===== config.mk =====
export PLATFORM = sky130hd
export DESIGN_NAME = dpfb_queue
export DESIGN_NICKNAME = d
export VERILOG_FILES = /design/src/rtl/dpfb_pkg.sv /design/src/rtl/dpfb_queue.sv
export SDC_FILE = /design/constraint.sdc
export NUM_CORES = 1
export LEC_CHECK = 0
export BUFFER_PORTS_ARGS = -buffer_cell sky130_fd_sc_hd__clkbuf_2
export CORE_MARGIN = 4
export CORE_UTILIZATION = 55
export CTS_CLUSTER_SIZE = 14
export DETAILED_ROUTE_END_ITERATION = 10
export PLACE_DENSITY = 0.81
export SYNTH_ARGS = -nofsm -noshare
export SYNTH_HDL_FRONTEND = slang
export SYNTH_SLANG_ARGS = --single-unit

===== constraint.sdc =====
create_clock -name clk -period 6.18 [get_ports clk]
set_clock_uncertainty 0.2 [all_clocks]
set_input_delay 0.927 -clock clk [delete_from_list [all_inputs] [get_ports clk]]
set_output_delay 0.927 -clock clk [all_outputs]
set_load 0.005 [all_outputs]

===== src/rtl/dpfb_pkg.sv =====
// Package for the dual page framebuffer engine.
// Holds request codes, the internal operation type and the command record.
// No dependencies.
package dpfb_pkg;

	localparam logic [3:0] REQ_WR_BYTE = 4'd0;
	localparam logic [3:0] REQ_RD_BYTE = 4'd1;
	localparam logic [3:0] REQ_WR_PIX  = 4'd2;
	localparam logic [3:0] REQ_RD_PIX  = 4'd3;
	localparam logic [3:0] REQ_COPY    = 4'd4;
	localparam logic [3:0] REQ_CLR_SCR = 4'd5;
	localparam logic [3:0] REQ_OR      = 4'd6;
	localparam logic [3:0] REQ_ANDNOT  = 4'd7;
	localparam logic [3:0] REQ_FILL    = 4'd8;

	localparam logic [7:0] PIX_ONE = 8'h01;

	typedef enum logic [3:0] {
		OP_WR_BYTE,
		OP_RD_BYTE,
		OP_WR_PIX,
		OP_RD_PIX,
		OP_COPY,
		OP_CLR_SCR,
		OP_OR,
		OP_ANDNOT,
		OP_FILL,
		OP_NOP
	} op_t;

	typedef struct packed {
		op_t        op;
		logic       target;
		logic       oor;
		logic [3:0] page;
		logic [7:0] x;
		logic [2:0] bit_pos;
		logic [7:0] data;
		logic       pix_val;
	} cmd_t;

endpackage


===== src/rtl/dpfb_queue.sv =====
// Two entry command queue between the front and back parts.
// Depends on dpfb_pkg for the command record.
module dpfb_queue (
	input  logic          clk,
	input  logic          arst_n,
	input  logic          push,
	input  dpfb_pkg::cmd_t push_cmd,
	input  logic          pop,
	output dpfb_pkg::cmd_t head,
	output logic          head_valid,
	output logic          full
);

	dpfb_pkg::cmd_t ent_q [2];
	logic           wr_ptr_q;
	logic           rd_ptr_q;
	logic [1:0]     cnt_q;

	always_ff @(posedge clk or negedge arst_n) begin
		if (!arst_n) begin
			wr_ptr_q <= 1'b0;
			rd_ptr_q <= 1'b0;
			cnt_q    <= 2'd0;
		end else begin
			if (push) begin
				wr_ptr_q <= ~wr_ptr_q;
			end
			if (pop) begin
				rd_ptr_q <= ~rd_ptr_q;
			end
			if (push && !pop) begin
				cnt_q <= cnt_q + 2'd1;
			end else if (pop && !push) begin
				cnt_q <= cnt_q - 2'd1;
			end
		end
	end

	always_ff @(posedge clk) begin
		if (push) begin
			ent_q[wr_ptr_q] <= push_cmd;
		end
	end

	assign head       = ent_q[rd_ptr_q];
	assign head_valid = (cnt_q != 2'd0);
	assign full       = (cnt_q == 2'd2);

endmodule


==> impl_metrics.json <==
{
  "dieArea_um2": 5407,
  "critPathKind": "flop to primary output",
  "critPathLaunchType": "flop",
  "drive_gt1_frac": 0.5957,
  "vias": 1175,
  "htreeDepth": 3,
  "die_h_um": 73.54,
  "cts_setup_buffers": 0,
  "antenna_found_initial": 0,
  "rsz0062_at_grt": "no",
  "final_cell_mix": "clkbuf_2 (65), edfxtp_1 (60), mux2_2 (30), clkbuf_8 (9)",
  "netlist_instances": 109,
  "nets": 219,
  "route.detailed.drc": 0,
  "cp_slowest_cell": "dfrtp_1",
  "hold_class": "input pin to asynchronous set/reset pin",
  "io_buffers": 65,
  "area.growth.synth_to_final_pct": 24.26,
  "place_inst": 223,
  "peakVddDrop_v": 0.0002579,
  "fin_ws_ps": 2993,
  "regArea_um2": 1902,
  "placement_rows": 23,
  "period_minus_slack_ps": 3187,
  "synth_cell_types": 12,
  "path_clk_slew_ps": 60,
  "final_cells": 238,
  "end_kind": "primary output",
  "globalplace.congestion": 0.6692,
  "nFillCells": 257,
  "initial_core_util": 0.5781,
  "wl_per_cell_um": 15.64,
  "die_w_um": 73.54,
  "post-place-ws_ps": 3306,
  "syn_nets": 144,
  "setup_viol": 0,
  "grt_pass1_vias": 1371,
  "insertion_delay_ps": 320,
  "p_leak_nw": 1.157,
  "cap_violations": 0,
  "tightest_slew_ps": 1248,
  "seq_area_frac_synth": 0.8051,
  "status": "completed",
  "path_max_fanout": 31,
  "powerDensity_nw_per_um2": 443.2,
  "drt_wl_total_mm": 3.723,
  "final_common_cell": "clkbuf_2",
  "cts-root-buf": "clkbuf_8",
  "drt_iter0_drc": 34,
  "firstDrtPassIters": 4,
  "fin_setup_tns_ps": 0,
  "grt_max_degree": 32,
  "hold_viol": 0,
  "slew_violations": 0,
  "relSlewSlack": 0.1679,
  "max_freq_mhz": 313.8,
  "grt_pass1_wl_mm": 6.134,
  "core_region_area_um2": 4086,
  "multi_input_area_um2": 425.4,
  "cts_resized": 0,
  "clock-sinks": 64,
  "fin_total_pwr_w": 0.001301,
  "critPathMaxStageDelay_ps": 1170,
  "dp_hpwl_mm": 2.631,
  "vias_per_cell": 4.937,
  "cts_tree": "built",
  "arrival_ps": 2060,
  "hold_buffers": 0,
  "diodes": 0,
  "synth_seq_cells": 64,
  "overflow": 0,
  "grtUsageTotal": 0.1600,
  "clk_path_buf_depth": 2,
  "syn_avg_cell_area_um2": 21.67,
  "period_share": 0.5157,
  "synth-warning-count": 0,
  "syn_area_um2": 2362,
  "cts_made_buffers": 9,
  "ioPinCount": 66,
  "critPathRequiredTime_ps": 5050,
  "ant_nets": 0,
  "path_cells": "mux2_2 -> clkbuf_2"
}
-- kinds of logic (layout without fill, tap and decap cells) --
logic type | count (synthesis) | count (layout) | synth area share
multiplexers | 30 | 30 | 0.1430
adder cells (fa/ha/maj) | 1 | 1 | 0.005296
XOR/XNOR | 5 | 5 | 0.01854
AND/OR/NAND/NOR | 5 | 5 | 0.01218
buffers and inverters | 4 | 83 | 0.01589
flip-flops | 64 | 64 | 0.8051
-- cell usage after synthesis, drive strengths merged --
library cell  instances  share of area
mux2                 30           0.14
dfrtp                 4          0.042
inv                   1         0.0016
or2                   1         0.0026
nor2                  1         0.0016
ha                    1         0.0053
edfxtp               60           0.76
xor2                  4          0.015
buf                   3          0.014
xnor2                 1         0.0037
and2                  1         0.0026
nor2b                 2         0.0053
-- per-stage QoR --
stage          hold WS, ps  area [um^2]    util
2_1_floorplan        247.4         2362       -
3_3_place_gp         265.1         2734  0.6690
3_5_place_dp         281.5         2734  0.6690
4_1_cts              176.8         2935  0.7183
5_1_grt              180.5         2935  0.7183
6_report             199.6         2935  0.7183
-- worst max-delay path, delay by kind of cell (launching register included) --
family / cells / cell delay, ps
buf+inv: 1 / 120
mux: 1 / 440
flops: 1 / 1170
-- path summary, 6_finish.rpt --
kind                       slack, ps          end  cells past startpoint     start
min in group clk                 290     cnt_q[1]                      1  cnt_q[1]
max                             2990     head[16]                      2  rd_ptr_q
max reg2reg                     4300  ent_q[0][1]                      2  wr_ptr_q
min reg2reg                      290     cnt_q[1]                      1  cnt_q[1]
min                              200     wr_ptr_q                      1    arst_n
max in group asynchronous       5460     cnt_q[0]                      1    arst_n
-- registers in the layout, indices dropped and copies added (netlist names) --
signal	cells
rd_ptr_q	1
cnt_q	2
ent_q	60
wr_ptr_q	1
-- power breakdown --
| group | total [W] | switching (W) | internal (W) |
|---|---|---|---|
| combinational | 0.000297 | 0.000123 | 0.000173 |
| sequential | 0.000641 | 0.0000632 | 0.000578 |
| clock | 0.000364 | 0.000140 | 0.000224 |
-- metal layers --
layer / vias to the layer above / share of wire / global-route usage / routed length (um)
met5: - / 0 / 0 / 0
met2: 47 / 0.52 / 0.2657 / 1937
met4: 0 / 0.020 / 0.08451 / 76
met1: 546 / 0.37 / 0.1703 / 1379
li1: 573 / - / - / -
met3: 9 / 0.089 / 0.07114 / 330
-- cell type report --
class	instances	share of cell area
clock inverter	4	0.02387
timing repair buffer	67	0.1159
sequential	64	0.6479
inverter	1	0.001279
clock buffer	11	0.04476
multi-input combinational	41	0.1449
tap	50	0.02131
(Power assumes the default switching activity.)
