**config.mk**
```make
export PLATFORM = sky130hd
export DESIGN_NAME = dpfb_front
export DESIGN_NICKNAME = d
export VERILOG_FILES = /design/src/rtl/dpfb_pkg.sv /design/src/rtl/dpfb_front.sv
export SDC_FILE = /design/constraint.sdc
export NUM_CORES = 1
export LEC_CHECK = 0
export BUFFER_PORTS_ARGS = -buffer_cell sky130_fd_sc_hd__buf_2
export CORE_MARGIN = 1
export CORE_UTILIZATION = 22
export CTS_CLUSTER_SIZE = 40
export DETAILED_ROUTE_END_ITERATION = 8
export GPL_TIMING_DRIVEN = 1
export PLACE_DENSITY = 0.89
export SYNTH_ARGS = -nofsm -noshare
export SYNTH_HDL_FRONTEND = slang
export SYNTH_SLANG_ARGS = --single-unit
```
**constraint.sdc**
```tcl
create_clock -name clk -period 0.9 [get_ports clk]
set_input_delay 0.09 -clock clk [delete_from_list [all_inputs] [get_ports clk]]
set_output_delay 0.09 -clock clk [all_outputs]
set_load 0.02 [all_outputs]
```
**src/rtl/dpfb_pkg.sv**
```systemverilog
// Package for the dual page framebuffer engine.
// Holds request codes, the internal operation type and the command record.
// No dependencies.
package dpfb_pkg;

	localparam logic [3:0] REQ_WR_BYTE = 4'd0;
	localparam logic [3:0] REQ_RD_BYTE = 4'd1;
	localparam logic [3:0] REQ_WR_PIX  = 4'd2;
	localparam logic [3:0] REQ_RD_PIX  = 4'd3;
	localparam logic [3:0] REQ_COPY    = 4'd4;
	localparam logic [3:0] REQ_CLR_SCR = 4'd5;
	localparam logic [3:0] REQ_OR      = 4'd6;
	localparam logic [3:0] REQ_ANDNOT  = 4'd7;
	localparam logic [3:0] REQ_FILL    = 4'd8;

	localparam logic [7:0] PIX_ONE = 8'h01;

	typedef enum logic [3:0] {
		OP_WR_BYTE,
		OP_RD_BYTE,
		OP_WR_PIX,
		OP_RD_PIX,
		OP_COPY,
		OP_CLR_SCR,
		OP_OR,
		OP_ANDNOT,
		OP_FILL,
		OP_NOP
	} op_t;

	typedef struct packed {
		op_t        op;
		logic       target;
		logic       oor;
		logic [3:0] page;
		logic [7:0] x;
		logic [2:0] bit_pos;
		logic [7:0] data;
		logic       pix_val;
	} cmd_t;

endpackage

```
**src/rtl/dpfb_front.sv**
```systemverilog
// Front part: target register, request acceptance and classification.
// Depends on dpfb_pkg for request codes and the command record.
module dpfb_front #(
	parameter int PAGES   = 8,
	parameter int COLUMNS = 128
) (
	input  logic           clk,
	input  logic           arst_n,
	input  logic           start,
	input  logic [3:0]     req_type,
	input  logic [7:0]     x_pos,
	input  logic [2:0]     page,
	input  logic [6:0]     pixel_y,
	input  logic [7:0]     data_byte,
	input  logic           pixel_value,
	input  logic           cfg_valid,
	input  logic           cfg_data,
	input  logic           q_full,
	input  logic           clearing,
	output logic           busy,
	output logic           push,
	output dpfb_pkg::cmd_t cmd
);

	logic tgt_q;
	logic x_oor;
	logic page_oor;
	logic y_oor;

	always_ff @(posedge clk or negedge arst_n) begin
		if (!arst_n) begin
			tgt_q <= 1'b1;
		end else if (cfg_valid) begin
			tgt_q <= cfg_data;
		end
	end

	assign x_oor    = ({1'b0, x_pos} >= 9'(COLUMNS));
	assign page_oor = ({2'b0, page} >= 5'(PAGES));
	assign y_oor    = ({1'b0, pixel_y} >= 8'(8 * PAGES));

	always_comb begin
		cmd         = '0;
		cmd.op      = dpfb_pkg::OP_NOP;
		cmd.target  = tgt_q;
		cmd.x       = x_pos;
		cmd.data    = data_byte;
		cmd.pix_val = pixel_value;
		cmd.bit_pos = pixel_y[2:0];
		cmd.page    = {1'b0, page};
		case (req_type)
			dpfb_pkg::REQ_WR_BYTE: begin
				cmd.op  = dpfb_pkg::OP_WR_BYTE;
				cmd.oor = x_oor || page_oor;
			end
			dpfb_pkg::REQ_RD_BYTE: begin
				cmd.op  = dpfb_pkg::OP_RD_BYTE;
				cmd.oor = x_oor || page_oor;
			end
			dpfb_pkg::REQ_WR_PIX: begin
				cmd.op   = dpfb_pkg::OP_WR_PIX;
				cmd.oor  = x_oor || y_oor;
				cmd.page = pixel_y[6:3];
			end
			dpfb_pkg::REQ_RD_PIX: begin
				cmd.op   = dpfb_pkg::OP_RD_PIX;
				cmd.oor  = x_oor || y_oor;
				cmd.page = pixel_y[6:3];
			end
			dpfb_pkg::REQ_COPY:    cmd.op = dpfb_pkg::OP_COPY;
			dpfb_pkg::REQ_CLR_SCR: cmd.op = dpfb_pkg::OP_CLR_SCR;
			dpfb_pkg::REQ_OR:      cmd.op = dpfb_pkg::OP_OR;
			dpfb_pkg::REQ_ANDNOT:  cmd.op = dpfb_pkg::OP_ANDNOT;
			dpfb_pkg::REQ_FILL:    cmd.op = dpfb_pkg::OP_FILL;
			default:               cmd.op = dpfb_pkg::OP_NOP;
		endcase
	end

	assign busy = q_full || clearing;
	assign push = start && !busy;

endmodule

```
==> impl_metrics.tcl, run 1 <==
set metrics [dict create \
    outcome "finished with violations" \
    violations "setup timing" \
    track_usage 0.0773 \
    pin_count 70 \
    yosysSeqAreaShare 0.0843 \
    critPathMaxFanout 4 \
    grt_pass1_wl_um 841 \
    crit_family "multiplexers" \
    diodes 0 \
    hpwlAfterDp_um 580 \
    finalCritPeriodShare 1.17 \
    mostFrequentLayoutCells "buf_2 (24), buf_6 (5), mux2_4 (3), buf_4 (3)" \
    layout-drive-gt1-share 0.880 \
    die_h_um 39.6 \
    dr.pass1.iters 1 \
    tightest_slew_ps 291 \
    async_flop_share 1.00 \
    hold_viol_final 0 \
    core_region_area_um2 1300 \
    synth_seq_cells 1 \
    synth-edff-count 0 \
    netlist_top_cells_area "buf_4 (51%), mux2_2 (14%), dfstp_2 (8.4%)" \
    yosys.area.top_type "buf_4" \
    arrival_ps 960 \
    maxSlewViolCount 0 \
    path_cells "buf_8, nor3b_4, mux2_4, buf_6" \
    largest_register_ffs 1 \
    whs_ps 22.6 \
    vias 282 \
    netlist_instances 38 \
    fin_skew_ps 0 \
    cpMaxStageDelayCell "mux2_4" \
    place_area_um2 332 \
    die_w_um 39.6 \
    critPathMaxStageDelay_ps 340 \
    slew_headroom 0.806 \
    synth_top_area_frac 0.506 \
    rows 13 \
    cp-end-kind "output port" \
    initial_core_util 0.239 \
    leakagePower_nw 0.229 \
    fmax_mhz 951 \
    clockPowerShare 0 \
    grt_max_degree 6 \
    viasPerCell 4.34 \
    clk_transition_reported_paths_ps 0 \
    ir_drop_mv 0.317 \
    rsz0062_at_grt "yes" \
    worst_slack_ps -152 \
    finalSetupViolations 4 \
    synth_area_per_cell_um2 8.20 \
    regToRegSetupSlack_ps 190 \
    worstSetupPathType "in -> out" \
    antenna_found_initial 0 \
    critPathLaunchType "primary input" \
    required_ps 810 \
    portBuffers 31 \
    num-fill-cells 144 \
    grt_pass1_vias 227 \
    p_switching_mw 0.0929 \
    final_common_cell "buf_2" \
    wl_per_cell_um 11.6 \
    area_growth_pct 31.7 \
    final_area_um2 410 \
    synth_area_um2 312 \
    register_area_um2 26.3 \
    p_int_mw 0.168 \
    regMostFlops "tgt_q" \
    multi_input_area_um2 133 \
    hold_class "in -> async" \
    maxCapViolCount 0 \
    comb_power_share 0.786 \
    gp_congestion 0.518 \
    worstPathBufferInverterCount 2 \
    synth.most_common_cell "buf_4" \
    ant_nets 0 \
    synth_ff_type "dfstp_2" \
    syn_nets 76 \
    dieArea_um2 1570 \
    remaining_drc_errors 0 \
    fin_crit_ps 1050 \
    post_cts_hold_buffer_count 0 \
    routed_wl_um 752 \
    yosysWarnings 0 \
    power_density_nw_per_um2 635 \
    synth_common_cells "buf_4 (21), mux2_2 (4), and2b_2 (2)" \
    nets 90 \
    top_regs "tgt_q (1)" \
    seqPwrFrac 0.214 \
    overflow 0 \
    synth_cell_type_count 14 \
    insertion_delay_ps 0 \
    drt_iter0_drc 0 \
    p_sw_frac 0.356 \
]
## metrics by stage
step            util  cells  TNS, ps  setup slack, ps  power (mW)
2_1_floorplan      -     38        0             60.5       0.273
3_3_place_gp   0.255     63     -526             -176       0.216
3_5_place_dp   0.255     63     -528             -181       0.219
4_1_cts        0.295     63     -442             -145       0.251
5_1_grt        0.315     65     -660             -186       0.276
6_report       0.315     65     -524             -152       0.261
## final timing paths
path,from,end,depth (start not counted)
max in group asynchronous,arst_n,tgt_q,1
setup reg to reg,tgt_q,tgt_q,1
setup / recovery,req_type[2],cmd[22],4
hold reg to reg,tgt_q,tgt_q,1
hold / removal,arst_n,tgt_q,1
min in group clk,data_byte[2],cmd[3],0
## power by group through the flow
stage / Sequential [mW] / Combinational, mW / Clock, mW
detailed placement: 0.0558 / 0.163 / 0
CTS: 0.0559 / 0.195 / 0
finish: 0.0558 / 0.205 / 0
floorplan: 0.0551 / 0.218 / 0
global placement: 0.0553 / 0.161 / 0
global route: 0.0562 / 0.220 / 0
## timing repair
| item | CTS | global route |
|---|---|---|
| pin swaps | 1 | 2 |
| gates resized for setup | 15 | 4 |
| buffers inserted | 0 | 2 |
| endpoints found under the setup margin | 3 | 4 |
## layer usage
| layer | global-route usage | part of all wire | vias up |
|---|---|---|---|
| met5 | 0 | 0 | - |
| met2 | 0.176 | 0.51 | 31 |
| li1 | - | - | 124 |
| met4 | 0.0603 | 0.057 | 0 |
| met3 | 0.0341 | 0.20 | 10 |
| met1 | 0.0336 | 0.23 | 117 |
## cells by family after synthesis
kind of cell / Yosys count / synth area share
AND/OR/NAND/NOR: 8 / 0.209
flip-flops: 1 / 0.0844
buffers and inverters: 23 / 0.530
AO/OA/AOI/OAI: 2 / 0.0321
multiplexers: 4 / 0.145
## area by class of cell
cell class | instances | area share
Timing Repair Buffer | 34 | 0.558
Sequential cell | 1 | 0.0640
Inverter | 1 | 0.00915
Multi-Input combinational cell | 14 | 0.323
Tap cell | 15 | 0.0457
(Power assumes the default switching activity.)
==> run 2, diff against run 1 <==
Settings changed: CELL_PAD_IN_SITES_DETAIL_PLACEMENT from default to 1, CELL_PAD_IN_SITES_GLOBAL_PLACEMENT from default to 2, CORE_UTILIZATION 22 to 10, PLACE_DENSITY 0.89 to 0.95.
==> impl_metrics.tcl, run 2 (synthesis results as in run 1) <==
set metrics [dict create \
    drt_iter0_drc 6 \
    diodes 0 \
    finalSetupViolations 4 \
    track_usage 0.0394 \
    finalCritPeriodShare 1.16 \
    ir_drop_mv 0.198 \
    pre_cts_ws_ps -173 \
    initial_core_util 0.109 \
    post_cts_hold_buffer_count 0 \
    wl_met3_um 139 \
    die_w_um 57.8 \
    outcome "finished with violations" \
    fmax_mhz 955 \
    cp-end-kind "output port" \
    mostFrequentLayoutCells "buf_2 (24), buf_6 (5), buf_4 (4)" \
    required_ps 810 \
    portBuffers 31 \
    top_layer "met4" \
    die_h_um 57.8 \
    vias 285 \
    maxSlewViolCount 0 \
    rows 19 \
    r2r_end "tgt_q" \
    num-fill-cells 349 \
    comb_power_share 0.794 \
    dr.pass1.iters 6 \
    layout-drive-gt1-share 0.882 \
    rr_worst_depth 1 \
    worst_slack_ps -147 \
    rsz0062_at_grt "yes" \
    wl_per_cell_um 9.33 \
    largest_register_ffs 1 \
    regMostFlops "tgt_q" \
    grt_pass1_vias 291 \
    p_switching_mw 0.0959 \
    ant_nets 0 \
    arrival_ps 960 \
    maxCapViolCount 0 \
    top_regs "tgt_q (1)" \
    grt_pass1_wl_mm 1.08 \
    remaining_drc_errors 4 \
    power_density_nw_per_um2 608 \
    slew_headroom 0.809 \
    pin_count 70 \
    p_int_mw 0.170 \
    violations "DRC, setup timing" \
    r2r-start "tgt_q" \
    critPathMaxFanout 4 \
    clk_transition_reported_paths_ps 0 \
    nets 91 \
    fin_crit_ps 1050 \
    worstSetupPathType "in -> out" \
    viasPerCell 3.48 \
    regToRegSetupSlack_ps 210 \
    routed_wl_um 765 \
    p_total_mw 0.266 \
    whs_ps 25.9 \
    grt_max_degree 6 \
    antenna_found_initial 0 \
    multi_input_area_um2 133 \
    wl_met2_um 425 \
    gp_congestion 0.717 \
    register_area_um2 26.3 \
    tightest_slew_ps 286 \
    final_common_cell "buf_2" \
    core_region_area_um2 2850 \
    fin_skew_ps 0 \
    drt-met1-wl_um 194 \
    hold_viol_final 0 \
    clockPowerShare 0 \
    critPathLaunchType "primary input" \
    seqPwrFrac 0.206 \
    p_sw_frac 0.360 \
    dieArea_um2 3340 \
    insertion_delay_ps 0 \
    overflow 0 \
    leakagePower_nw 0.234 \
    hold_class "in -> async" \
    area_growth_pct 40.6 \
]
run 2: area by class of cell:
cell class | instances | area share
inverter | 1 | 0.00857
tap | 31 | 0.0886
timing repair buffer | 35 | 0.540
multi-input combinational | 14 | 0.303
sequential | 1 | 0.0600
run 2: worst max-delay path by stage:
stage,from,end,slack (ps),cells past startpoint
after global routing,req_type[2],cmd[22],-170,4
after detailed placement,req_type[2],cmd[21],-170,4
after floorplan,clearing,push,60,2
final,req_type[2],cmd[20],-150,4
after CTS,req_type[3],cmd[21],-150,4
after global placement,req_type[2],cmd[22],-140,4
run 2: through the flow:
stage | setup TNS (ps) | cells | cell area [um2] | utilization
after floorplan | 0 | 38 | 312 | -
after global placement | -430 | 81 | 367 | 0.129
after detailed placement | -515 | 81 | 367 | 0.129
after CTS | -440 | 81 | 415 | 0.146
after global routing | -597 | 82 | 438 | 0.154
final | -508 | 82 | 438 | 0.154
run 2: power groups by stage:
stage / combinational [mW] / sequential (mW) / clock [mW]
after floorplan: 0.218 / 0.0551 / 0
after global placement: 0.170 / 0.0551 / 0
after detailed placement: 0.175 / 0.0557 / 0
after CTS: 0.204 / 0.0552 / 0
after global routing: 0.224 / 0.0555 / 0
final: 0.211 / 0.0550 / 0
run 2: critical path, cell delays in order:
cell,delay [ps]
buf_8,100
nor3b_4,300
mux2_4,340
buf_6,130
run 2: repair_timing:
action                                  CTS  global route
pin swaps                                 1             2
setup buffers                             0             1
endpoints found under the setup margin    3             4
gates cloned                              0             0
gates resized for setup                  15             4
run 2: metal layers:
metal,up-vias,GRT usage
met3,2,0.0112
met2,36,0.0936
met1,120,0.0283
met4,0,0.00680
met5,-,0
li1,127,-
==> run 3, diff against run 2 <==
Settings changed: ABC_AREA from default to 1, RECOVER_POWER from default to 100.
==> impl_metrics.tcl, run 3 <==
set metrics [dict create \
    ant_nets 0 \
    yosys.area_share.simple 0.307 \
    outcome "finished clean" \
    track_usage 0.0383 \
    seqPwrFrac 0.250 \
    hold_viol_final 0 \
    vias 283 \
    synth_cell_type_count 13 \
    async_flop_share 1.00 \
    synth_seq_cells 1 \
    grt_pass1_wl_mm 1.10 \
    clockPowerShare 0 \
    pre_cts_ws_ps 63.2 \
    yosysSeqAreaShare 0.0827 \
    synthXorXnorAreaFrac 0 \
    wl_per_cell_um 6.73 \
    drt_iter0_drc 3 \
    tns_ps 0 \
    worst_slack_ps 66.7 \
    clk_transition_reported_paths_ps 0 \
    synth_ff_type "dfstp_2" \
    yosysWarnings 0 \
    worstPathBufferInverterCount 2 \
    maxSlewViolCount 0 \
    die_h_um 58.4 \
    rows 20 \
    netlist_instances 51 \
    p_switching_mw 0.101 \
    power_density_nw_per_um2 594 \
    rr_worst_depth 2 \
    syn_nets 89 \
    dr.pass1.iters 2 \
    routed_wl_um 700 \
    p_sw_frac 0.473 \
    critPathMaxFanout 6 \
    synth_area_per_cell_um2 6.23 \
    largest_register_ffs 1 \
    cpMaxStageDelayCell "nor2_4" \
    core_region_area_um2 3030 \
    hpwlAfterDp_um 642 \
    required_ps 810 \
    num-fill-cells 386 \
    viasPerCell 2.72 \
    critPathLaunchType "primary input" \
    worstSetupPathType "in -> out" \
    synthAdderAreaFrac 0 \
    gp_congestion 0.630 \
    path_cells "buf_2, nor2_4, nand2_2, nand2_1, nand2_1, buf_2" \
    finalSetupViolations 0 \
    fin_crit_ps 833 \
    cts_resized 0 \
    top_regs "tgt_q (1)" \
    diodes 0 \
    slew_headroom 0.829 \
    finalCritPeriodShare 0.926 \
    arrival_ps 740 \
    path_depth 6 \
    yosys.area.top_type "buf_4" \
    crit_family "simple AND/OR/NAND/NOR gates" \
    antenna_found_initial 0 \
    synth_common_cells "buf_4 (21), nand2_1 (10), inv_1 (6)" \
    die_w_um 58.4 \
    synth.most_common_cell "buf_4" \
    regToRegSetupSlack_ps 150 \
    cts_setup_buffers 0 \
    overflow 0 \
    nets 100 \
    cp-end-kind "output port" \
    initial_core_util 0.105 \
    regMostFlops "tgt_q" \
    grt_max_degree 8 \
    whs_ps 24.8 \
    rsz0062_at_grt "no" \
    synth_area_um2 318 \
    comb_power_share 0.750 \
    netlist_top_cells_area "buf_4 (50%), nand2_1 (12%), dfstp_2 (8.3%)" \
    pin_count 70 \
    synth_top_family_by_area "buffers and inverters" \
    dieArea_um2 3410 \
    post_cts_hold_buffer_count 0 \
    maxCapViolCount 0 \
    synth-edff-count 0 \
    critPathMaxStageDelay_ps 180 \
    mostFrequentLayoutCells "buf_2 (21), nand2_1 (10), inv_1 (6), clkbuf_1 (6), clkbuf_2 (4)" \
    layout-drive-gt1-share 0.467 \
    synth_top_area_frac 0.496 \
    remaining_drc_errors 0 \
    ir_drop_mv 0.0885 \
    synth_compound_area_frac 0.0315 \
    final_common_cell "buf_2" \
    tightest_slew_ps 257 \
    fmax_mhz 1200 \
    p_int_mw 0.112 \
    leakagePower_nw 0.206 \
    portBuffers 31 \
    yosys-mux-area-fraction 0 \
    insertion_delay_ps 0 \
    grt_pass1_vias 291 \
    fin_skew_ps 0 \
    area_growth_pct 13.0 \
    hold_class "in -> async" \
]
## run 3: cell count changes in the layout (fill, tap and decap cells not counted), sizes merged, moves of 2 or more
cell | previous run | this run
buf | 35 | 21
nand2 | 0 | 11
clkbuf | 0 | 10
inv | 1 | 6
mux2 | 4 | 0
nand3 | 0 | 4
nor2 | 1 | 4
and2b | 2 | 0
## run 3: worst register-to-register path: cells and delay by family (launching register included)
family	cells	cell delay, ps
compound gates	1	130
buf+inv	1	40
flops	1	500
## run 3: cell type report
class	instances	area, um2	share of cell area
sequential	1	26.3	0.0732
multi-input combinational	22	108	0.300
inverter	6	22.5	0.0627
tap	44	55.1	0.153
timing repair buffer	31	148	0.411
## run 3: kinds of logic after synthesis
kind of cell	Yosys count
DFF	1
buffers and inverters	28
AOI/OAI and AO/OA	2
and+or+nand+nor	20
## run 3: worst paths after layout
kind,from,to
max,req_type[2],cmd[20]
min,arst_n,tgt_q
max reg2reg,tgt_q,tgt_q
min reg2reg,tgt_q,tgt_q
max in group asynchronous,arst_n,tgt_q
min in group clk,x_pos[3],cmd[15]
## run 3: routing by layer
layer | up-vias | part of all wire | global-route usage
met3 | 0 | 0.061 | 0.00659
met1 | 126 | 0.33 | 0.0415
met2 | 8 | 0.61 | 0.0772
met5 | - | 0 | 0
met4 | 0 | 0 | 0.00680
li1 | 149 | - | -
## run 3: power by group through the flow
| stage | combinational, mW | sequential (mW) | clock [mW] |
|---|---|---|---|
| after floorplan | 0.214 | 0.0542 | 0 |
| after global placement | 0.163 | 0.0549 | 0 |
| after detailed placement | 0.167 | 0.0548 | 0 |
| after CTS | 0.168 | 0.0548 | 0 |
| after global routing | 0.177 | 0.0547 | 0 |
| final | 0.160 | 0.0533 | 0 |
## run 3: metrics by stage
stage / instance area (um2) / power [mW] / utilization / instances
6_report: 359 / 0.213 / 0.119 / 104
2_1_floorplan: 318 / 0.268 / - / 51
3_5_place_dp: 367 / 0.222 / 0.121 / 104
3_3_place_gp: 367 / 0.218 / 0.121 / 104
4_1_cts: 367 / 0.223 / 0.121 / 104
5_1_grt: 359 / 0.232 / 0.119 / 104
