### src/rtl/dpfb_pkg.sv
// Package for the dual page framebuffer engine.
// Holds request codes, the internal operation type and the command record.
// No dependencies.
package dpfb_pkg;

	localparam logic [3:0] REQ_WR_BYTE = 4'd0;
	localparam logic [3:0] REQ_RD_BYTE = 4'd1;
	localparam logic [3:0] REQ_WR_PIX  = 4'd2;
	localparam logic [3:0] REQ_RD_PIX  = 4'd3;
	localparam logic [3:0] REQ_COPY    = 4'd4;
	localparam logic [3:0] REQ_CLR_SCR = 4'd5;
	localparam logic [3:0] REQ_OR      = 4'd6;
	localparam logic [3:0] REQ_ANDNOT  = 4'd7;
	localparam logic [3:0] REQ_FILL    = 4'd8;

	localparam logic [7:0] PIX_ONE = 8'h01;

	typedef enum logic [3:0] {
		OP_WR_BYTE,
		OP_RD_BYTE,
		OP_WR_PIX,
		OP_RD_PIX,
		OP_COPY,
		OP_CLR_SCR,
		OP_OR,
		OP_ANDNOT,
		OP_FILL,
		OP_NOP
	} op_t;

	typedef struct packed {
		op_t        op;
		logic       target;
		logic       oor;
		logic [3:0] page;
		logic [7:0] x;
		logic [2:0] bit_pos;
		logic [7:0] data;
		logic       pix_val;
	} cmd_t;

endpackage

### src/rtl/dpfb_back.sv
// Back part: executes queued commands on the screen and scratch stores.
// Depends on dpfb_pkg; drives the two store RAMs instantiated at the top level.
module dpfb_back #(
	parameter int PAGES   = 8,
	parameter int COLUMNS = 128
) (
	input  logic                                 clk,
	input  logic                                 arst_n,
	input  dpfb_pkg::cmd_t                       head,
	input  logic                                 head_valid,
	output logic                                 pop,
	output logic                                 clearing,
	output logic                                 scn_we,
	output logic                                 scr_we,
	output logic [$clog2(PAGES*COLUMNS)-1:0]     waddr,
	output logic [7:0]                           wdata,
	output logic [$clog2(PAGES*COLUMNS)-1:0]     raddr,
	input  logic [7:0]                           scn_rd,
	input  logic [7:0]                           scr_rd,
	output logic                                 done,
	output logic [7:0]                           read_data,
	output logic                                 out_of_range
);

	localparam int DEPTH  = PAGES * COLUMNS;
	localparam int ADDR_W = $clog2(DEPTH);
	localparam int CNT_W  = $clog2(DEPTH + 1);

	typedef enum logic [1:0] {
		ST_CLEAR,
		ST_IDLE,
		ST_RMW,
		ST_BULK
	} state_t;

	state_t         state_q;
	logic [CNT_W-1:0] cnt_q;
	logic [CNT_W-1:0] cnt_m1;
	dpfb_pkg::cmd_t cur_q;
	logic [ADDR_W-1:0] addr_q;
	logic [ADDR_W-1:0] head_addr;
	logic [7:0]     rd_sel;
	logic [7:0]     pix_mask;
	logic [7:0]     pix_new;
	logic           done_q;
	logic [7:0]     read_data_q;
	logic           oor_q;

	assign head_addr = ADDR_W'(32'(head.page) * COLUMNS + 32'(head.x));
	assign cnt_m1    = cnt_q - CNT_W'(1);
	assign rd_sel    = cur_q.target ? scn_rd : scr_rd;
	assign pix_mask  = dpfb_pkg::PIX_ONE << cur_q.bit_pos;
	assign pix_new   = cur_q.pix_val ? (rd_sel | pix_mask) : (rd_sel & ~pix_mask);
	assign pop       = (state_q == ST_IDLE) && head_valid;
	assign clearing  = (state_q == ST_CLEAR);

	always_comb begin
		scn_we = 1'b0;
		scr_we = 1'b0;
		waddr  = '0;
		wdata  = '0;
		raddr  = head_addr;
		case (state_q)
			ST_IDLE: begin
				if (head_valid && head.op == dpfb_pkg::OP_WR_BYTE && !head.oor) begin
					scn_we = head.target;
					scr_we = !head.target;
					waddr  = head_addr;
					wdata  = head.data;
				end
			end
			ST_RMW: begin
				if (cur_q.op == dpfb_pkg::OP_WR_PIX) begin
					scn_we = cur_q.target;
					scr_we = !cur_q.target;
					waddr  = addr_q;
					wdata  = pix_new;
				end
			end
			ST_BULK: begin
				raddr = cnt_q[ADDR_W-1:0];
				waddr = cnt_m1[ADDR_W-1:0];
				if (cnt_q != '0) begin
					case (cur_q.op)
						dpfb_pkg::OP_COPY: begin
							scn_we = 1'b1;
							wdata  = scr_rd;
						end
						dpfb_pkg::OP_OR: begin
							scn_we = 1'b1;
							wdata  = scn_rd | scr_rd;
						end
						dpfb_pkg::OP_ANDNOT: begin
							scn_we = 1'b1;
							wdata  = scn_rd & ~scr_rd;
						end
						dpfb_pkg::OP_FILL: begin
							scn_we = 1'b1;
							wdata  = cur_q.data;
						end
						dpfb_pkg::OP_CLR_SCR: begin
							scr_we = 1'b1;
							wdata  = '0;
						end
						default: begin
							scn_we = 1'b0;
						end
					endcase
				end
			end
			ST_CLEAR: begin
				scn_we = 1'b1;
				scr_we = 1'b1;
				waddr  = cnt_q[ADDR_W-1:0];
				wdata  = '0;
			end
			default: begin
				scn_we = 1'b0;
			end
		endcase
	end

	always_ff @(posedge clk or negedge arst_n) begin
		if (!arst_n) begin
			state_q     <= ST_CLEAR;
			cnt_q       <= '0;
			done_q      <= 1'b0;
			read_data_q <= '0;
			oor_q       <= 1'b0;
		end else begin
			done_q <= 1'b0;
			case (state_q)
				ST_CLEAR: begin
					if (cnt_q == CNT_W'(DEPTH - 1)) begin
						state_q <= ST_IDLE;
					end else begin
						cnt_q <= cnt_q + CNT_W'(1);
					end
				end
				ST_IDLE: begin
					if (head_valid) begin
						cnt_q <= '0;
						if (head.oor || head.op == dpfb_pkg::OP_NOP ||
								head.op == dpfb_pkg::OP_WR_BYTE) begin
							done_q      <= 1'b1;
							read_data_q <= '0;
							oor_q       <= head.oor;
						end else if (head.op inside {dpfb_pkg::OP_RD_BYTE,
								dpfb_pkg::OP_WR_PIX, dpfb_pkg::OP_RD_PIX}) begin
							state_q <= ST_RMW;
						end else begin
							state_q <= ST_BULK;
						end
					end
				end
				ST_RMW: begin
					done_q  <= 1'b1;
					oor_q   <= 1'b0;
					state_q <= ST_IDLE;
					case (cur_q.op)
						dpfb_pkg::OP_RD_BYTE: read_data_q <= rd_sel;
						dpfb_pkg::OP_RD_PIX:  read_data_q <= {7'b0, rd_sel[cur_q.bit_pos]};
						default:              read_data_q <= '0;
					endcase
				end
				ST_BULK: begin
					if (cnt_q == CNT_W'(DEPTH)) begin
						done_q      <= 1'b1;
						read_data_q <= '0;
						oor_q       <= 1'b0;
						state_q     <= ST_IDLE;
					end else begin
						cnt_q <= cnt_q + CNT_W'(1);
					end
				end
				default: begin
					state_q <= ST_IDLE;
				end
			endcase
		end
	end

	always_ff @(posedge clk) begin
		if (pop) begin
			cur_q  <= head;
			addr_q <= head_addr;
		end
	end

	assign done         = done_q;
	assign read_data    = read_data_q;
	assign out_of_range = oor_q;

endmodule

### config.mk
export PLATFORM = sky130hd
export DESIGN_NAME = dpfb_back
export DESIGN_NICKNAME = d
export VERILOG_FILES = /design/src/rtl/dpfb_pkg.sv /design/src/rtl/dpfb_back.sv
export SDC_FILE = /design/constraint.sdc
export NUM_CORES = 1
export LEC_CHECK = 0
export BUFFER_PORTS_ARGS = -buffer_cell sky130_fd_sc_hd__buf_4
export CORE_MARGIN = 4
export CORE_UTILIZATION = 38
export CTS_BUF_LIST = sky130_fd_sc_hd__clkbuf_8
export DETAILED_ROUTE_END_ITERATION = 7
export GPL_ROUTABILITY_DRIVEN = 0
export HOLD_SLACK_MARGIN = 0.02
export PLACE_DENSITY = 0.68
export SYNTH_ARGS = -nofsm -noshare
export SYNTH_HDL_FRONTEND = slang
export SYNTH_SLANG_ARGS = --single-unit
### constraint.sdc
create_clock -name clk -period 3.5 [get_ports clk]
set_input_delay 0.35 -clock clk [delete_from_list [all_inputs] [get_ports clk]]
set_output_delay 0.35 -clock clk [all_outputs]
set_load 0.01 [all_outputs]
==> reports/metrics.csv, run 1 <==
metric,value,unit
status,finished clean,
root buffer cell,clkbuf_8,
Area growth syn-to-layout,24.7,%
Yosys reg bits,50,
Clock Skews,0.0146,ns
Via-to-Cell Ratio,6.03,
nets,489,
remaining global-route overflow,0,
Avg Inst Size Synth,9.79,sq um
share of post-route cells with drive strength above 1,29.3,%
Crit. End Element,output pin,
Worst Path Arrival,2.68,ns
DRC viols,0,
setup violators final,0,
Slew @ Worst Pin,0.692,ns
DP Cell Count,536,
Period minus WS final,3.03,ns
post-DP HPWL,7.58,mm
final hold violation count,0,
number of global-route vias before repair,3310,
cell area power density,286,nW/um^2
Routed WL,10.4,mm
"Cell Area, Synth",3500,sq um
top post-synthesis cells by area,"edfxtp_1 23%, dfrtp_1 16%, mux2i_1 5.2%",
post-synthesis cell count,357,
critical path cell sequence,inv_1 > ha_1 > nor3b_2 > a41o_1 > nor2_1 > a221o_1 > buf_4,
Setup TNS Final,0,ns
row count,34,
placed cell area,4210,sq um
setup bufs post-CTS,0,
Die W,104,um
design area,4360,sq um
Max Cap Violations,0,
vias,3289,
First-pass DRT Iterations,5,
Iter 0 DRT Violations,244,
Top Usage Layer GRT,met2,
"EDFF count, synth",27,
Ys Warns,0,
"commonest non-fill, non-tap cells in the layout","98 x buf_4, 33 x nand2_1, 27 x edfxtp_1",
Routed Antenna Nets,0,
M2 GR Usage,32.2,%
Max transition margin,53.8,%
Leak Pwr,1.89,nW
met3 usage,3.91,%
Yosys cell types,70,
PortBufs,89,
CTS Buf Count,5,
Synth Area in XOR/XNOR,1.00,%
Crit path largest cell delay,0.50,ns
Max Slew Vio Count,0,
Antenna diodes,0,
Slowest cell on crit path,nor3b_2,
Worst-Skew Late Latency,0.31,ns
Synth Area in Compound Gates,21.6,%
fin cells,545,
"area leader, netlist",edfxtp_1,
syn nets,410,
Total GRT Usage,18.8,%
Core ar.,8850,sq um
final worst slack,0.469,ns
CTS tree,done,
largest family of logic cells by synthesized area,compound AO/OA/AOI/OAI gates,
Final Util,49.3,%
Main synth FF type,edfxtp_1,
die area,10800,sq um
"commonest non-fill, non-tap cell in the layout",buf_4,
# IOs,91,
Clock Sink Count,50,
register area share after synthesis,39.7,%
crit-path max FO,8,
Yosys top cell area share,23.2,%
Post-Synth Adder-Cell Area,1.72,%
Clock Path Buffers,2,
post-synthesis mux area share,10.8,%
initial antenna violation count,0,
Fmax,0.330,GHz
H-tree depth,2,
drt wl/cell,19.0,um
crit path kind,reg2out,
clock slew at reported path FFs,0.10,ns
Initial Util,39.5,%
die height,104,um
unrepaired setup endpoints after global routing,false,
Startpoint Class,register,
ys async rst share,46.0,%
period utilization,86.6,%
Synth Area in Simple Gates,19.3,%
DP Worst Slack,0.848,ns
WP data required,3.15,ns
global-route wire length before repair,16.7,mm
VDD IR max,0.000192,V
Hold WC Path Type,in2reg,
largest net degree at the start of global routing,25,
met1 GRT Util,24.2,%
## critical path: cells and delay by family, from the launching register on
| family | cells | cell delay (ns) |
|---|---|---|
| flops | 1 | 0.45 |
| buf+inv | 2 | 0.30 |
| compound gates | 2 | 0.76 |
| simple gates | 2 | 0.65 |
| fa+ha+maj | 1 | 0.21 |
## synthesized netlist by cell type (3+ instances only)
| library cell | n |
|---|---|
| a211o_1 | 3 |
| a211oi_1 | 4 |
| a21o_1 | 4 |
| a21oi_1 | 10 |
| a221o_1 | 5 |
| a22o_1 | 10 |
| a22oi_1 | 5 |
| a31oi_1 | 8 |
| and3_1 | 9 |
| and3b_1 | 4 |
| buf_2 | 7 |
| buf_6 | 4 |
| clkbuf_1 | 12 |
| dfrtp_1 | 23 |
| edfxtp_1 | 27 |
| ha_1 | 4 |
| inv_1 | 12 |
| mux2_2 | 9 |
| mux2i_1 | 18 |
| nand2_1 | 33 |
| nand2b_1 | 4 |
| nand3_1 | 8 |
| nand3b_1 | 3 |
| nand4_1 | 5 |
| nor2_1 | 18 |
| nor2b_1 | 7 |
| nor3_1 | 7 |
| nor3b_1 | 3 |
| o2111ai_1 | 3 |
| o211ai_1 | 4 |
| o21ai_0 | 23 |
| o2bb2ai_1 | 7 |
| or2_2 | 3 |
| or3_1 | 3 |
| xor2_1 | 3 |
## report_power, final
group,leakage [nW],total (mW),internal [mW],switching [mW]
clock,0.0683,0.493,0.286,0.207
combinational,1.31,0.127,0.0717,0.0550
sequential,0.515,0.629,0.626,0.00300
## flip-flops by register name (all words and copies together) (netlist names)
register and flops:
done 1, read_data 8, cur_q 17, out_of_range 1, addr_q 10, cnt_q 11
state_q 2
## final cells by class
class	instances	area, sq um
well taps	108	135
inverters	14	52.6
flip-flops and latches	50	1390
repair buffers	99	746
fillers	834	4490
clock buffers	5	68.8
clock inverters	3	68.8
multi-input cells	266	1900
## metal layers
layer / wire length [um] / up-vias
met5: 0 / -
met2: 5050 / 151
li1: - / 1531
met1: 4290 / 1592
met3: 873 / 15
met4: 154 / 0
## worst paths after layout
kind | from | endpoint | slack [ns] | cells after the start
worst min register to register | read_data[7] | read_data[7] | 0.50 | 1
worst max-delay path | cnt_q[0] | wdata[0] | 0.47 | 7
max in group asynchronous | arst_n | cnt_q[8] | 2.76 | 2
min in group asynchronous | arst_n | cnt_q[1] | 0.47 | 2
worst min-delay path | head[11] | cur_q[11] | 0.20 | 1
worst max register to register | cnt_q[0] | cnt_q[0] | 1.08 | 7
## cell families after synthesis
group	count (synthesis)
buffers and inverters	41
multiplexers	31
AO/OA/AOI/OAI	104
adder cells (fa/ha/maj)	5
XOR/XNOR	4
AND/OR/NAND/NOR	122
flip-flops	50
## through the flow
stage	hold WS, ns	total power, mW
finish	0.204	1.25
global route	0.193	1.29
CTS	0.198	1.26
detailed placement	0.281	0.767
global placement	0.273	0.766
floorplan	0.0544	0.681
## repair_timing
item                       CTS  global route
resized for setup            0             0
setup endpoints to repair    0             0
hold endpoints to repair    23             0
hold buffers                 1             0
Power figures use the tool's default switching activity.
==> run 2: changes to the inputs <==
Settings changed: ABC_AREA set to 1.
==> run 2 against run 1 <==
Against the previous run:
- clock skew is 0.0097 ns lower
- critical path type unchanged
- count of clock-buffer cells in the layout stayed put
- clock power is 15% lower
- largest cell class unchanged
- sequential power is 1% lower
- routed wire length is 1.6% higher
- non-clock buffer count is 3 lower
- die area is 0.43% lower
- sequential cell count stayed put
==> reports/metrics.csv, run 2 <==
metric,value,unit,change
status,finished clean,,unchanged
Fmax,0.374,GHz,was 0.330 GHz
critical path cell sequence,inv_2 > nor2_1 > nand2_1 > nor2_2 > buf_4 > inv_1 > a21oi_1 > o21ai_0 > nand3_1 > buf_4,,was inv_1 > ha_1 > nor3b_2 > a41o_1 > nor2_1 > a221o_1 > buf_4
post-synthesis mux area share,0,%,was 10.8%
root buffer cell,clkbuf_8,,unchanged
reg2reg path depth,5,,was 7
Yosys reg bits,50,,unchanged
PortBufs,89,,unchanged
Slew @ Worst Pin,0.684,ns,was 0.692 ns
"Cell Area, Synth",3480,sq um,was 3500 sq um
Crit. End Element,output pin,,unchanged
Clock Skews,0.00491,ns,was 0.0146 ns
First-pass DRT Iterations,5,,unchanged
DRC viols,0,,unchanged
share of post-route cells with drive strength above 1,20.9,%,was 29.3%
"top cells by count, synth","177 x nand2_1, 49 x nor2_1, 47 x inv_1",,"was 33 x nand2_1, 27 x edfxtp_1, 23 x dfrtp_1, 23 x o21ai_0"
global-route wire length before repair,16.9,mm,was 16.7 mm
top post-synthesis cells by area,"edfxtp_1 23%, nand2_1 19%, dfrtp_1 17%",,"was edfxtp_1 23%, dfrtp_1 16%, mux2i_1 5.2%"
row count,34,,unchanged
clock slew at reported path FFs,0.10,ns,about the same
ys async rst share,46.0,%,unchanged
initial antenna violation count,0,,unchanged
worst reg2reg setup slack,1.26,ns,was 1.08 ns
Max Slew Vio Count,0,,unchanged
Max Cap Violations,0,,unchanged
Period minus WS final,2.67,ns,was 3.03 ns
fin cells,688,,was 545
CTS Buf Count,5,,unchanged
WP data required,3.15,ns,about the same
Die W,104,um,about the same
"area leader, netlist",edfxtp_1,,unchanged
"CP delay by family, top",buffers and inverters,,was compound AO/OA/AOI/OAI gates
most frequent cell after synthesis,nand2_1,,unchanged
Avg Inst Size Synth,7.06,sq um,was 9.79 sq um
Slowest cell on crit path,edfxtp_1,,was nor3b_2
DP Cell Count,679,,was 536
# IOs,91,,unchanged
Synth Area in XOR/XNOR,1.26,%,was 1.00%
vias,3613,,was 3289
Clock Path Buffers,2,,unchanged
Via-to-Cell Ratio,5.25,,was 6.03
Antenna diodes,0,,unchanged
remaining global-route overflow,0,,unchanged
syn nets,546,,was 410
Initial Util,39.5,%,about the same
Synth Area in Compound Gates,11.1,%,was 21.6%
Routed WL,10.5,mm,was 10.4 mm
Leak Pwr,2.11,nW,was 1.89 nW
Area growth syn-to-layout,24.5,%,was 24.7%
Max transition margin,54.3,%,was 53.8%
Largest regs,"cur_q: 17 flops, cnt_q: 11 flops, addr_q: 10 flops",,unchanged
cell mode on critical path,buf_4,,
Bufs and invs on worst path,4,,was 2
Iter 0 DRT Violations,156,,was 244
"Endpoint, Worst Hold",cur_q[10],,was cur_q[11]
"commonest non-fill, non-tap cell in the layout",nand2_1,,was buf_4
Startpoint Class,register,,unchanged
Worst-Skew Late Latency,0.31,ns,about the same
die height,104,um,about the same
post-DP HPWL,8.17,mm,was 7.58 mm
Setup TNS Final,0,ns,unchanged
largest family of logic cells by synthesized area,simple AND/OR/NAND/NOR gates,,was compound AO/OA/AOI/OAI gates
crit-path max FO,12,,was 8
largest reg by FF count,cur_q,,unchanged
HP Start,head[10],,was head[11]
Routed Antenna Nets,0,,unchanged
Final Util,49.2,%,was 49.3%
Worst Path Arrival,2.32,ns,was 2.68 ns
Core ar.,8810,sq um,was 8850 sq um
Hold WC Path Type,in2reg,,unchanged
drt wl/cell,15.3,um,was 19.0 um
Post-Synth Adder-Cell Area,1.44,%,was 1.72%
cell area power density,259,nW/um^2,was 286 nW/um^2
VDD IR max,0.000171,V,was 0.000192 V
Yosys cell types,39,,was 70
Fillers,899,,was 834
Crit path largest cell delay,0.57,ns,was 0.50 ns
CTS tree,done,,unchanged
die area,10800,sq um,about the same
Reg2Reg Launch Point,state_q[0],,was cnt_q[0]
"EDFF count, synth",27,,unchanged
Synth Area in Simple Gates,37.2,%,was 19.3%
period utilization,76.3,%,was 86.6%
post-synthesis cell count,493,,was 357
number of global-route vias before repair,3472,,was 3310
crit path kind,reg2out,,unchanged
unrepaired setup endpoints after global routing,false,,unchanged
Clock Sink Count,50,,unchanged
"commonest non-fill, non-tap cells in the layout","177 x nand2_1, 95 x buf_4, 48 x nor2_1",,"was 98 x buf_4, 33 x nand2_1, 27 x edfxtp_1"
Ys Warns,0,,unchanged
largest net degree at the start of global routing,24,,was 25
final hold violation count,0,,unchanged
H-tree depth,2,,unchanged
Total GRT Usage,19.0,%,was 18.8%
Main synth FF type,edfxtp_1,,unchanged
setup violators final,0,,unchanged
worst hold stages,1,,unchanged
max reg flops,17,,unchanged
register area share after synthesis,39.8,%,was 39.7%
nets,632,,was 489
r2r endpoint,cnt_q[1],,was cnt_q[0]
Yosys top cell area share,23.3,%,was 23.2%
[run 2: final cells by class]
cell class	count	area, sq um	area share [%]
Inverter	52	195	4.51
Multi-Input combinational cell	374	1780	41.0
Clock inverter	3	45.0	1.04
Sequential cell	50	1390	32.0
Clock buffer	5	68.8	1.59
Tap cell	108	135	3.12
Timing Repair Buffer	96	723	16.7
[run 2: layer usage]
layer	vias to the layer above	wire, um	GRT usage, %
li1	1792	-	-
met1	1679	4510	23.2
met2	125	5160	34.4
met3	17	734	4.04
met4	0	132	4.27
met5	-	0	0
[run 2: stage by stage]
step                      setup WS [ns]  hold WS, ns  total power [mW]  cell area, sq um
final                             0.830        0.216              1.12              4330
after global routing              0.621        0.197              1.16              4330
after CTS                         0.848        0.210              1.13              4330
after detailed placement           1.20        0.276             0.716              4210
after global placement             1.25        0.270             0.715              4210
after floorplan                   0.780       0.0544             0.653              3480
[run 2: kinds of logic after synthesis]
logic type,Yosys count
AOI/OAI and AO/OA,66
and+or+nand+nor,299
adders and majority gates,4
buffers and inverters,69
DFF,50
xor gates and xnor gates,5
[run 2: worst reg2reg max path: stages (launching register included)]
cell and delay, ns:
dfrtp_1 0.44, nand2_1 0.52, clkinv_1 0.33, nand4_2 0.22, nand3_2 0.35, o21ai_0 0.29
[run 2: what timing repair did]
item | in CTS | in global routing
endpoints found under the hold margin | 23 | 0
hold buffers | 1 | 0
resized for setup | 0 | 0
setup buffers | 0 | 0
[run 2: worst max path at each step]
stage,start,to,depth (start not counted)
after floorplan,state_q[1],out_of_range,9
after global placement,state_q[0],waddr[7],6
after detailed placement,state_q[0],waddr[6],6
after CTS,state_q[0],waddr[6],6
after global routing,cur_q[27],wdata[2],10
final,cur_q[27],wdata[2],10
[run 2: where the power goes]
| part | switching (mW) | leakage, nW | total [mW] | internal [mW] |
|---|---|---|---|---|
| clock network | 0.207 | 0.0504 | 0.419 | 0.213 |
| registers | 0.000411 | 0.532 | 0.622 | 0.622 |
| logic | 0.0381 | 1.53 | 0.0817 | 0.0436 |
| total | 0.245 | 2.11 | 1.12 | 0.878 |
==> run 3: changes to the inputs <==
Settings changed: ABC_AREA 1 to 0.
Clock period 3.5 ns to 2.6 ns, I/O delays scaled along.
==> run 3 against run 2 <==
Against the previous run:
- sequential share of layout area down 1.2 points
- non-clock buffer count up 21
- die area up 0.43%
- critical endpoint is now wdata[0]
- largest cell class unchanged
==> reports/metrics.csv, run 3 (synthesized netlist as in run 1, its figures left out) <==
metric,value,unit,change
setup violators final,0,,unchanged
initial antenna violation count,0,,unchanged
HP Start,head[10],,unchanged
crit path kind,reg2out,,unchanged
met1 wire length,4.40,mm,was 4.51 mm
highest metal used,met4,,unchanged
largest reg by FF count,cur_q,,unchanged
Period minus WS final,2.48,ns,
Worst Path Arrival,2.22,ns,was 2.32 ns
Antenna diodes,0,,unchanged
Area growth syn-to-layout,29.1,%,was 24.5%
# IOs,91,,unchanged
met3 WL post-DR,727,um,was 734 um
unrepaired setup endpoints after global routing,false,,unchanged
Setup TNS Final,0,ns,unchanged
Max Slew Vio Count,0,,unchanged
"commonest non-fill, non-tap cells in the layout","116 x buf_4, 33 x nand2_1, 27 x edfxtp_1",,"was 177 x nand2_1, 95 x buf_4, 48 x nor2_1"
number of global-route vias before repair,3296,,was 3472
fin cells,563,,was 688
Initial Util,39.5,%,about the same
Clock Skews,0.0116,ns,was 0.00491 ns
CTS Buf Count,5,,unchanged
worst hold stages,1,,unchanged
"commonest non-fill, non-tap cell in the layout",buf_4,,was nand2_1
Leak Pwr,1.98,nW,was 2.11 nW
max reg flops,17,,unchanged
VDD IR max,0.000206,V,was 0.000171 V
First-pass DRT Iterations,5,,unchanged
nets,507,,was 632
Iter 0 DRT Violations,206,,was 156
share of post-route cells with drive strength above 1,33.0,%,was 20.9%
r2r endpoint,read_data[0],,was cnt_q[1]
largest net degree at the start of global routing,25,,was 24
Crit. End Element,output pin,,unchanged
Largest regs,"cur_q: 17 flops, cnt_q: 11 flops, addr_q: 10 flops",,unchanged
global-route wire length before repair,17.1,mm,was 16.9 mm
remaining global-route overflow,0,,unchanged
Core ar.,8850,sq um,was 8810 sq um
PortBufs,89,,unchanged
crit-path max FO,6,,was 12
drt wl/cell,18.7,um,was 15.3 um
root buffer cell,clkbuf_8,,unchanged
WP data required,2.34,ns,was 3.15 ns
Reg2Reg Launch Point,cur_q[25],,was state_q[0]
cell area power density,355,nW/um^2,was 259 nW/um^2
"Endpoint, Worst Hold",cur_q[10],,unchanged
status,finished clean,,unchanged
Slew @ Worst Pin,0.558,ns,was 0.684 ns
H-tree depth,2,,unchanged
final hold violation count,0,,unchanged
Clock Sink Count,50,,unchanged
Die W,104,um,about the same
vias,3298,,was 3613
Routed WL,10.5,mm,about the same
Startpoint Class,register,,unchanged
Clock Path Buffers,2,,unchanged
die height,104,um,about the same
DRC viols,0,,unchanged
Total GRT Usage,19.2,%,was 19.0%
Routed Antenna Nets,0,,unchanged
CTS tree,done,,unchanged
Fillers,843,,was 899
Worst-Skew Late Latency,0.31,ns,about the same
Fmax,0.402,GHz,
worst reg2reg setup slack,0.31,ns,was 1.26 ns
Max Cap Violations,0,,unchanged
Via-to-Cell Ratio,5.86,,was 5.25
reg2reg path depth,3,,was 5
period utilization,95.6,%,
clock slew at reported path FFs,0.11,ns,was 0.10 ns
die area,10800,sq um,about the same
Max transition margin,62.8,%,was 54.3%
met2 WL post-DR,5.19,mm,was 5.16 mm
Hold WC Path Type,in2reg,,unchanged
post-DP HPWL,7.85,mm,was 8.17 mm
DP Cell Count,550,,was 679
row count,34,,unchanged
[run 3: cell type report]
type                            instances  area (sq um)  share of cell area (%)
Tap cell                              108           135                    3.00
Inverter                               14          52.6                    1.16
Sequential cell                        50          1390                    30.8
Timing Repair Buffer                  117           881                    19.5
Multi-Input combinational cell        266          1940                    43.0
Clock buffer                            5          68.8                    1.53
Clock inverter                          3          43.8                   0.971
[run 3: stage by stage]
stage | instance area (sq um) | setup WS [ns] | utilization, % | hold WS [ns] | total power, mW
final | 4510 | 0.115 | 51.0 | 0.116 | 1.60
after global placement | 4320 | 0.292 | 48.8 | 0.187 | 1.03
after global routing | 4510 | 0.0115 | 51.0 | 0.105 | 1.65
after floorplan | 3500 | 0.515 | - | -0.0356 | 0.917
after CTS | 4450 | 0.0113 | 50.3 | 0.111 | 1.61
after detailed placement | 4320 | 0.253 | 48.8 | 0.194 | 1.03
[run 3: timing repair]
item                                   in CTS  in global routing
hold buffers                                1                  0
resized for setup                           2                  7
pin swaps                                   0                  2
setup endpoints to repair                   5                  6
buffers inserted                            0                  4
gates cloned                                0                  0
endpoints found under the hold margin      23                  0
[run 3: worst max-delay path by stage]
stage               end  startpoint
5_1_grt        wdata[0]    cnt_q[0]
2_1_floorplan  wdata[2]   cur_q[29]
3_3_place_gp   wdata[2]   cur_q[29]
6_report       wdata[0]    cnt_q[0]
3_5_place_dp   wdata[2]   cur_q[29]
4_1_cts        wdata[2]   cur_q[29]
[run 3: metal layers]
metal,up-vias,global-route usage [%]
li1,1568,-
met1,1588,25.4
met2,127,32.5
met5,-,0
met4,0,4.56
met3,15,3.66
[run 3: worst max-delay path: stages (launching register included)]
cell     delay (ns)
dfrtp_2        0.46
inv_1          0.13
ha_1           0.21
nor3b_4        0.24
a41o_4         0.27
nor2_1         0.10
a221o_1        0.35
buf_4          0.15
[run 3: where the power goes]
group	internal (mW)	switching, mW	total (mW)
Combinational	0.0978	0.0740	0.172
Clock	0.289	0.294	0.583
Sequential	0.842	0.00396	0.846
Total	1.23	0.372	1.60
